--- src/hdl/lmss_pkg.sv ---
// types and constants of the led matrix scroll scanner
// no dependencies; imported by led_matrix_scroll_scanner_unit
package lmss_pkg;

    localparam logic [1:0] OP_TICK  = 2'd0;
    localparam logic [1:0] OP_WRITE = 2'd1;
    localparam logic [1:0] OP_START = 2'd2;
    localparam logic [1:0] OP_STOP  = 2'd3;

    localparam logic [1:0] REG_TICKS_PER_COLUMN = 2'd0;
    localparam logic [1:0] REG_FRAMES_PER_STEP  = 2'd1;
    localparam logic [1:0] REG_PATTERN_LENGTH   = 2'd2;

    localparam logic [15:0] TICKS_PER_COLUMN_RST = 16'd1000;
    localparam logic [15:0] FRAMES_PER_STEP_RST  = 16'd10;
    localparam logic [8:0]  PATTERN_LENGTH_RST   = 9'd8;

    localparam logic [7:0] COLUMNS_OFF = 8'hFF;

    typedef struct packed {
        logic [1:0] opcode;
        logic [7:0] address;
        logic [7:0] value;
    } in_word_t;

    typedef struct packed {
        logic [7:0] row_drive;
        logic [7:0] column_enable_n;
        logic       busy_res;
        logic       done_res;
    } out_word_t;

    typedef struct packed {
        logic       show;
        logic       fwd;
        logic [7:0] fwd_value;
        logic [7:0] column_enable_n;
        logic       busy;
        logic       done;
    } side_t;

endpackage

--- src/hdl/led_matrix_scroll_scanner_unit.sv ---
// Column-multiplexed LED matrix scroller. Takes one word per clock cycle on
// s_ while s_ready is high and returns one result word per input word on m_.
// The counters live in registers; the pattern store is a synchronous
// single-port-write memory read once per word, with a pattern write forwarded
// to its own result when it hits the address read. A two-entry output path
// (read stage and output register) keeps input flowing while one result
// waits. Configuration is written through the APB port at 4*index.
// depends on lmss_pkg
module led_matrix_scroll_scanner_unit
    import lmss_pkg::*;
#(
    parameter int PATTERN_DEPTH  = 256,
    parameter int MATRIX_COLUMNS = 8
) (
    input  logic        aclk,
    input  logic        aresetn,
    input  logic        s_valid,
    output logic        s_ready,
    input  in_word_t    s_data,
    output logic        m_valid,
    input  logic        m_ready,
    output out_word_t   m_data,
    input  logic        psel,
    input  logic        penable,
    input  logic        pwrite,
    input  logic [3:0]  paddr,
    input  logic [31:0] pwdata,
    output logic [31:0] prdata,
    output logic        pready
);

    localparam int AW = $clog2(PATTERN_DEPTH);
    localparam int OW = AW + 1;
    localparam int CW = $clog2(MATRIX_COLUMNS);
    localparam int EW = (OW > 9) ? OW : 9;
    localparam int SW = AW + 2;

    // configuration
    logic [15:0] tpc_reg;
    logic [15:0] fps_reg;
    logic [8:0]  len_reg;
    logic        cfg_we;

    assign pready = 1'b1;
    assign cfg_we = psel & penable & pwrite;

    always_ff @(posedge aclk) begin
        if (!aresetn) begin
            tpc_reg <= TICKS_PER_COLUMN_RST;
            fps_reg <= FRAMES_PER_STEP_RST;
            len_reg <= PATTERN_LENGTH_RST;
        end else if (cfg_we) begin
            case (paddr[3:2])
                REG_TICKS_PER_COLUMN: tpc_reg <= pwdata[15:0];
                REG_FRAMES_PER_STEP:  fps_reg <= pwdata[15:0];
                REG_PATTERN_LENGTH:   len_reg <= pwdata[8:0];
                default: ;
            endcase
        end
    end

    always_comb begin
        case (paddr[3:2])
            REG_TICKS_PER_COLUMN: prdata = {16'd0, tpc_reg};
            REG_FRAMES_PER_STEP:  prdata = {16'd0, fps_reg};
            REG_PATTERN_LENGTH:   prdata = {23'd0, len_reg};
            default:              prdata = 32'd0;
        endcase
    end

    // scan state
    logic [OW-1:0] offset_reg, offset_next;
    logic [CW-1:0] col_reg, col_next;
    logic [15:0]   dwell_reg, dwell_next;
    logic [15:0]   frame_reg, frame_next;
    logic          running_reg, running_next;

    // pipeline
    logic      p1_valid_reg;
    side_t     p1_side_reg, side_next;
    logic [7:0] rd_data_reg;
    logic      out_valid_reg;
    out_word_t out_reg;
    logic      accept, p1_adv, out_load;

    assign out_load = p1_valid_reg && (!out_valid_reg || m_ready);
    assign p1_adv   = out_load;
    assign s_ready  = !p1_valid_reg || p1_adv;
    assign accept   = s_valid && s_ready;

    logic [EW-1:0] eff_len;
    logic [EW:0]   end_sum;
    logic          run_end;
    logic [SW-1:0] idx_sum;
    logic [AW-1:0] raddr;
    logic [AW-1:0] waddr;
    logic          write_ok;
    logic [7:0]    col_sel;
    logic [15:0]   dwell_inc;
    logic [15:0]   frame_inc;

    always_comb begin
        if (EW'(len_reg) > EW'(PATTERN_DEPTH)) begin
            eff_len = EW'(PATTERN_DEPTH);
        end else begin
            eff_len = EW'(len_reg);
        end
        end_sum = (EW + 1)'(offset_reg) + (EW + 1)'(MATRIX_COLUMNS);
        run_end = end_sum > (EW + 1)'(eff_len);

        idx_sum = SW'(offset_reg) + SW'(col_reg);
        if (idx_sum >= SW'(PATTERN_DEPTH)) begin
            idx_sum = idx_sum - SW'(PATTERN_DEPTH);
        end
        raddr = idx_sum[AW-1:0];

        waddr    = AW'(s_data.address);
        write_ok = (int'(s_data.address) < PATTERN_DEPTH);

        col_sel = 8'd0;
        if (int'(col_reg) < 8) begin
            col_sel = 8'd1 << col_reg;
        end
        dwell_inc = dwell_reg + 16'd1;
        frame_inc = frame_reg + 16'd1;
    end

    always_comb begin
        offset_next  = offset_reg;
        col_next     = col_reg;
        dwell_next   = dwell_reg;
        frame_next   = frame_reg;
        running_next = running_reg;
        side_next.show            = 1'b0;
        side_next.fwd             = 1'b0;
        side_next.fwd_value       = s_data.value;
        side_next.column_enable_n = COLUMNS_OFF;
        side_next.busy            = 1'b0;
        side_next.done            = 1'b0;
        case (s_data.opcode)
            OP_WRITE: begin
                side_next.fwd = write_ok && (waddr == raddr);
                if (running_reg) begin
                    side_next.show            = 1'b1;
                    side_next.column_enable_n = ~col_sel;
                    side_next.busy            = 1'b1;
                end
            end
            OP_START: begin
                offset_next = '0;
                col_next    = '0;
                dwell_next  = '0;
                frame_next  = '0;
                if (eff_len < EW'(MATRIX_COLUMNS)) begin
                    running_next   = 1'b0;
                    side_next.done = 1'b1;
                end else begin
                    running_next   = 1'b1;
                    side_next.busy = 1'b1;
                end
            end
            OP_STOP: begin
                running_next = 1'b0;
            end
            default: begin
                if (running_reg) begin
                    if (run_end) begin
                        running_next   = 1'b0;
                        side_next.done = 1'b1;
                    end else begin
                        side_next.show            = 1'b1;
                        side_next.column_enable_n = ~col_sel;
                        side_next.busy            = 1'b1;
                        dwell_next = dwell_inc;
                        if (dwell_inc == tpc_reg) begin
                            dwell_next = '0;
                            if (col_reg == CW'(MATRIX_COLUMNS - 1)) begin
                                col_next   = '0;
                                frame_next = frame_inc;
                                if (frame_inc == fps_reg) begin
                                    frame_next  = '0;
                                    offset_next = offset_reg + OW'(1);
                                end
                            end else begin
                                col_next = col_reg + CW'(1);
                            end
                        end
                    end
                end
            end
        endcase
    end

    always_ff @(posedge aclk) begin
        if (!aresetn) begin
            offset_reg  <= '0;
            col_reg     <= '0;
            dwell_reg   <= '0;
            frame_reg   <= '0;
            running_reg <= 1'b0;
        end else if (accept) begin
            offset_reg  <= offset_next;
            col_reg     <= col_next;
            dwell_reg   <= dwell_next;
            frame_reg   <= frame_next;
            running_reg <= running_next;
        end
    end

    // pattern store, read before write on the same edge
    logic [7:0] mem [PATTERN_DEPTH];

    always_ff @(posedge aclk) begin
        if (accept) begin
            if (s_data.opcode == OP_WRITE && write_ok) begin
                mem[waddr] <= s_data.value;
            end
            rd_data_reg <= mem[raddr];
        end
    end

    always_ff @(posedge aclk) begin
        if (!aresetn) begin
            p1_valid_reg <= 1'b0;
        end else if (accept) begin
            p1_valid_reg <= 1'b1;
        end else if (p1_adv) begin
            p1_valid_reg <= 1'b0;
        end
    end

    always_ff @(posedge aclk) begin
        if (accept) begin
            p1_side_reg <= side_next;
        end
    end

    always_ff @(posedge aclk) begin
        if (!aresetn) begin
            out_valid_reg <= 1'b0;
        end else if (out_load) begin
            out_valid_reg <= 1'b1;
        end else if (m_ready) begin
            out_valid_reg <= 1'b0;
        end
    end

    always_ff @(posedge aclk) begin
        if (out_load) begin
            if (!p1_side_reg.show) begin
                out_reg.row_drive <= 8'd0;
            end else if (p1_side_reg.fwd) begin
                out_reg.row_drive <= p1_side_reg.fwd_value;
            end else begin
                out_reg.row_drive <= rd_data_reg;
            end
            out_reg.column_enable_n <= p1_side_reg.column_enable_n;
            out_reg.busy_res        <= p1_side_reg.busy;
            out_reg.done_res        <= p1_side_reg.done;
        end
    end

    assign m_valid = out_valid_reg;
    assign m_data  = out_reg;

    assert property (@(posedge aclk) disable iff (!aresetn)
        m_valid |-> !(m_data.busy_res && m_data.done_res))
        else $error("busy and done together");

    assert property (@(posedge aclk) disable iff (!aresetn)
        (m_valid && !m_data.busy_res) |->
            (m_data.column_enable_n == COLUMNS_OFF && m_data.row_drive == 8'd0))
        else $error("display lit while not busy");

    assert property (@(posedge aclk) disable iff (!aresetn)
        !s_ready |-> (p1_valid_reg && out_valid_reg && !m_ready))
        else $error("input stalled with room in the output path");

    assert property (@(posedge aclk) disable iff (!aresetn)
        (p1_valid_reg && !p1_adv) |=> (p1_valid_reg && $stable(rd_data_reg)))
        else $error("read stage lost its word while stalled");

endmodule
--- config.mk ---
export PLATFORM = sky130hd
export DESIGN_NAME = led_matrix_scroll_scanner_unit
export DESIGN_NICKNAME = d
export VERILOG_FILES = /design/src/hdl/lmss_pkg.sv /design/src/hdl/led_matrix_scroll_scanner_unit.sv
export SDC_FILE = /design/constraint.sdc
export NUM_CORES = 2
export LEC_CHECK = 0
export BUFFER_PORTS_ARGS = -buffer_cell sky130_fd_sc_hd__buf_2
export CAP_MARGIN = 5
export CORE_MARGIN = 8
export CORE_UTILIZATION = 55
export CTS_BUF_LIST = sky130_fd_sc_hd__clkbuf_8 sky130_fd_sc_hd__clkbuf_16
export DETAILED_ROUTE_END_ITERATION = 8
export GPL_ROUTABILITY_DRIVEN = 0
export GPL_TIMING_DRIVEN = 0
export PLACE_DENSITY = 0.71
export REMOVE_ABC_BUFFERS = 1
export SYNTH_ARGS = -nofsm -noshare
export SYNTH_HDL_FRONTEND = slang
export SYNTH_SLANG_ARGS = --single-unit
--- constraint.sdc ---
create_clock -name aclk -period 6.77 [get_ports aclk]
set_input_delay 0.677 -clock aclk [delete_from_list [all_inputs] [get_ports aclk]]
set_output_delay 0.677 -clock aclk [all_outputs]
set_load 0.02 [all_outputs]
==> qor.csv <==
metric,value,unit
outcome,finished clean,
crit_end,rd_data_reg[5]$_DFFE_PP_,
dpl_cell_area,90300,sq um
root_buffer,clkbuf_16,
start_util,55.4,%
post_drt_via_cell_ratio,6.40,
drive_above_1_share,27.0,%
worst_ir_drop_vdd,257,uV
path_clk_slew,0.06,ns
grt_overflow,0,
ys_top_cells_by_area,"edfxtp_1 73%, mux4_2 18%, dfxtp_1 2.0%",
wl,196000,microns
drtIter0Drc,5217,
hold_viol_final,0,
synth_top_area_share,72.7,%
synth_top_family_by_area,multiplexers,
synth-adder-area-share,0.341,%
dieWidth,413,microns
fillers,10400,
hp-start,pwdata[9],
post-cts-setup-buffer-count,0,
cts_tree,yes,
final.setup_skew,0.0494,ns
whs,0.108,ns
worstSetupEndpointType,flop,
worstSetupPathType,flop to flop,
async_flop_share,0,%
boundaryPins,114,
muxShareOfSynthArea,18.0,%
clock_path_buffers,3,
setup_viol,0,
max_freq,0.178,GHz
postLayoutCoreUtil,62.1,%
ctsHoldBuffers,0,
crit_required,7.27,ns
drtAntennaViolNets,0,
routedWlPerCell,30.4,microns
nets,4303,
yosysUniqueCellTypes,79,
rsz0062_at_grt,no,
ys_warn_count,0,
maxCapViolCount,0,
drc,0,
ys_ff_latch,2182,
power_leakage,0.0295,uW
synth_edf_count,2094,
seq_area_frac_synth,74.8,%
slew_headroom,16.6,%
period_needed,5.62,ns
cts_htree_levels,4,
period_share,83.1,%
cp_max_fo,42,
holdCritPathClass,input port to flop,
syn-cell-area,86500,sq um
worst_slew_pin_slew,1.25,ns
r2r_setup_slack,1.15,ns
dieArea,170000,sq um
first_pass_iters,5,
combPwrFrac,2.4,%
portBuffers,78,
synth_ff_type,edfxtp_1,
p_switching,5400,uW
grt_max_degree,158,
largest_reg_flops,2048,
syn_to_final_growth,12.2,%
worstReg2RegEnd,rd_data_reg[5]$_DFFE_PP_,
drv_slew,0,
cts_sinks,2182,
startpoint,col_reg[0]$_SDFFE_PN0P_,
rows,145,
insertion_delay,0.85,ns
cp.arrival,6.12,ns
internal-power,21300,uW
multi_input_area,20800,sq um
syn_area_per_cell,21.2,sq um
synthSimpleGateAreaFrac,3.63,%
synth_compound_area_share,1.15,%
final-seq-area,64600,sq um
fin_area,97000,sq um
p_seq_share,55.5,%
yosysTopAreaCell,edfxtp_1,
clkPwrFrac,42.1,%
cts-buffers-inserted,209,
antenna_found_initial,10,
synthXorXnorAreaFrac,0.718,%
finalSetupTns,0,ns
critPathLaunchType,flop,
cts_resized,0,
num_vias,41300,
swShare,20.3,%
syn_inst,4080,
pwr_density_cell,275,nW/um^2
grt_pass1_vias,41600,
die_h,413,microns
reg2reg_from,col_reg[0]$_SDFFE_PN0P_,
grt_pass1_wl,287000,microns
grt_util_all_layers,23.1,%
dpl.hpwl,118000,microns
coreArea,156000,sq um
r2r_cells,10,
[layout by cell type (no fill, tap or decap), types with 44 or more instances in the layout]
cell type,n
dfxtp_1,88
mux4_2,672
clkinv_1,47
inv_1,70
edfxtp_1,2094
nor2_1,310
nand2_1,143
buf_8,44
buf_2,70
xnor2_1,46
clkbuf_16,213
[worst min-delay path by stage]
stage | to | slack, ns | depth (start not counted)
floorplan | m_data[0]$_DFFE_PP_ | 0.40 | 0
global placement | m_data[9]$_DFFE_PP_ | 0.41 | 0
detailed placement | m_data[6]$_DFFE_PP_ | 0.41 | 0
CTS | tpc_reg[9]$_SDFFE_PN1P_ | 0.05 | 3
global route | tpc_reg[9]$_SDFFE_PN1P_ | 0.09 | 3
finish | tpc_reg[9]$_SDFFE_PN1P_ | 0.11 | 3
[power groups by stage]
stage / clock network (uW) / logic (uW) / registers, uW
global route: 11900 / 670 / 14800
CTS: 11400 / 638 / 14800
detailed placement: 0 / 638 / 15100
global placement: 0 / 746 / 15200
finish: 11200 / 635 / 14800
floorplan: 0 / 369 / 15100
[layer usage]
| metal | vias to the layer above | global-route usage [%] | wire length (microns) |
|---|---|---|---|
| li1 | 17200 | - | - |
| met1 | 22000 | 32.5 | 78300 |
| met2 | 1786 | 36.9 | 95700 |
| met3 | 316 | 4.88 | 16400 |
| met4 | 8 | 6.80 | 5890 |
| met5 | - | 0 | 54 |
[final cells by class]
type                       count  share of cell area (%)
sequential                  2182                    66.6
inverter                      20                  0.0774
clock inverter               172                    1.35
tap                         2058                    2.65
multi-input combinational   1640                    21.4
clock buffer                 214                    5.51
timing repair buffer         166                    2.32
antenna                        7                  0.0181
[cells in the mapped netlist (all sizes together) (14+ instances only)]
cell type and number:
nand2 153, xnor2 51, mux2i 40, nor2b 39
nor3 24, buf 105, a21oi 18, nand3 46
nor4 14, nor2 321, ha 22, xor2 19
a22oi 17, edfxtp 2094, clkbuf 148, dfxtp 88
inv 19, mux4 672, nand4 18, a21boi 30
o21ai 27
[worst max-delay path: stages, from the launching register on]
cell and delay [ns]:
dfxtp_1 0.39, ha_4 0.91, buf_16 0.33, buf_16 0.32, buf_16 0.31, buf_16 0.33
mux4_2 0.59, mux4_2 0.56, mux4_2 0.56, a22oi_1 0.60, nand2_1 0.24
[stage by stage]
| step | cells | setup slack, ns | power, uW |
|---|---|---|---|
| after floorplan | 3842 | -14.73 | 15500 |
| after CTS | 6452 | 1.14 | 26900 |
| after global routing | 6454 | 0.862 | 27400 |
| after global placement | 5978 | -24.23 | 15900 |
| final | 6459 | 1.15 | 26700 |
| after detailed placement | 6066 | 1.19 | 15700 |
[cells by family (layout without fill, tap and decap cells)]
family,after synthesis,in the layout
flip-flops,2182,2182
AO/OA/AOI/OAI,144,144
buffers and inverters,273,572
AND/OR/NAND/NOR,672,672
other,2,24
XOR/XNOR,70,70
adder cells (fa/ha/maj),23,23
multiplexers,714,714
(Power assumes the default switching activity.)
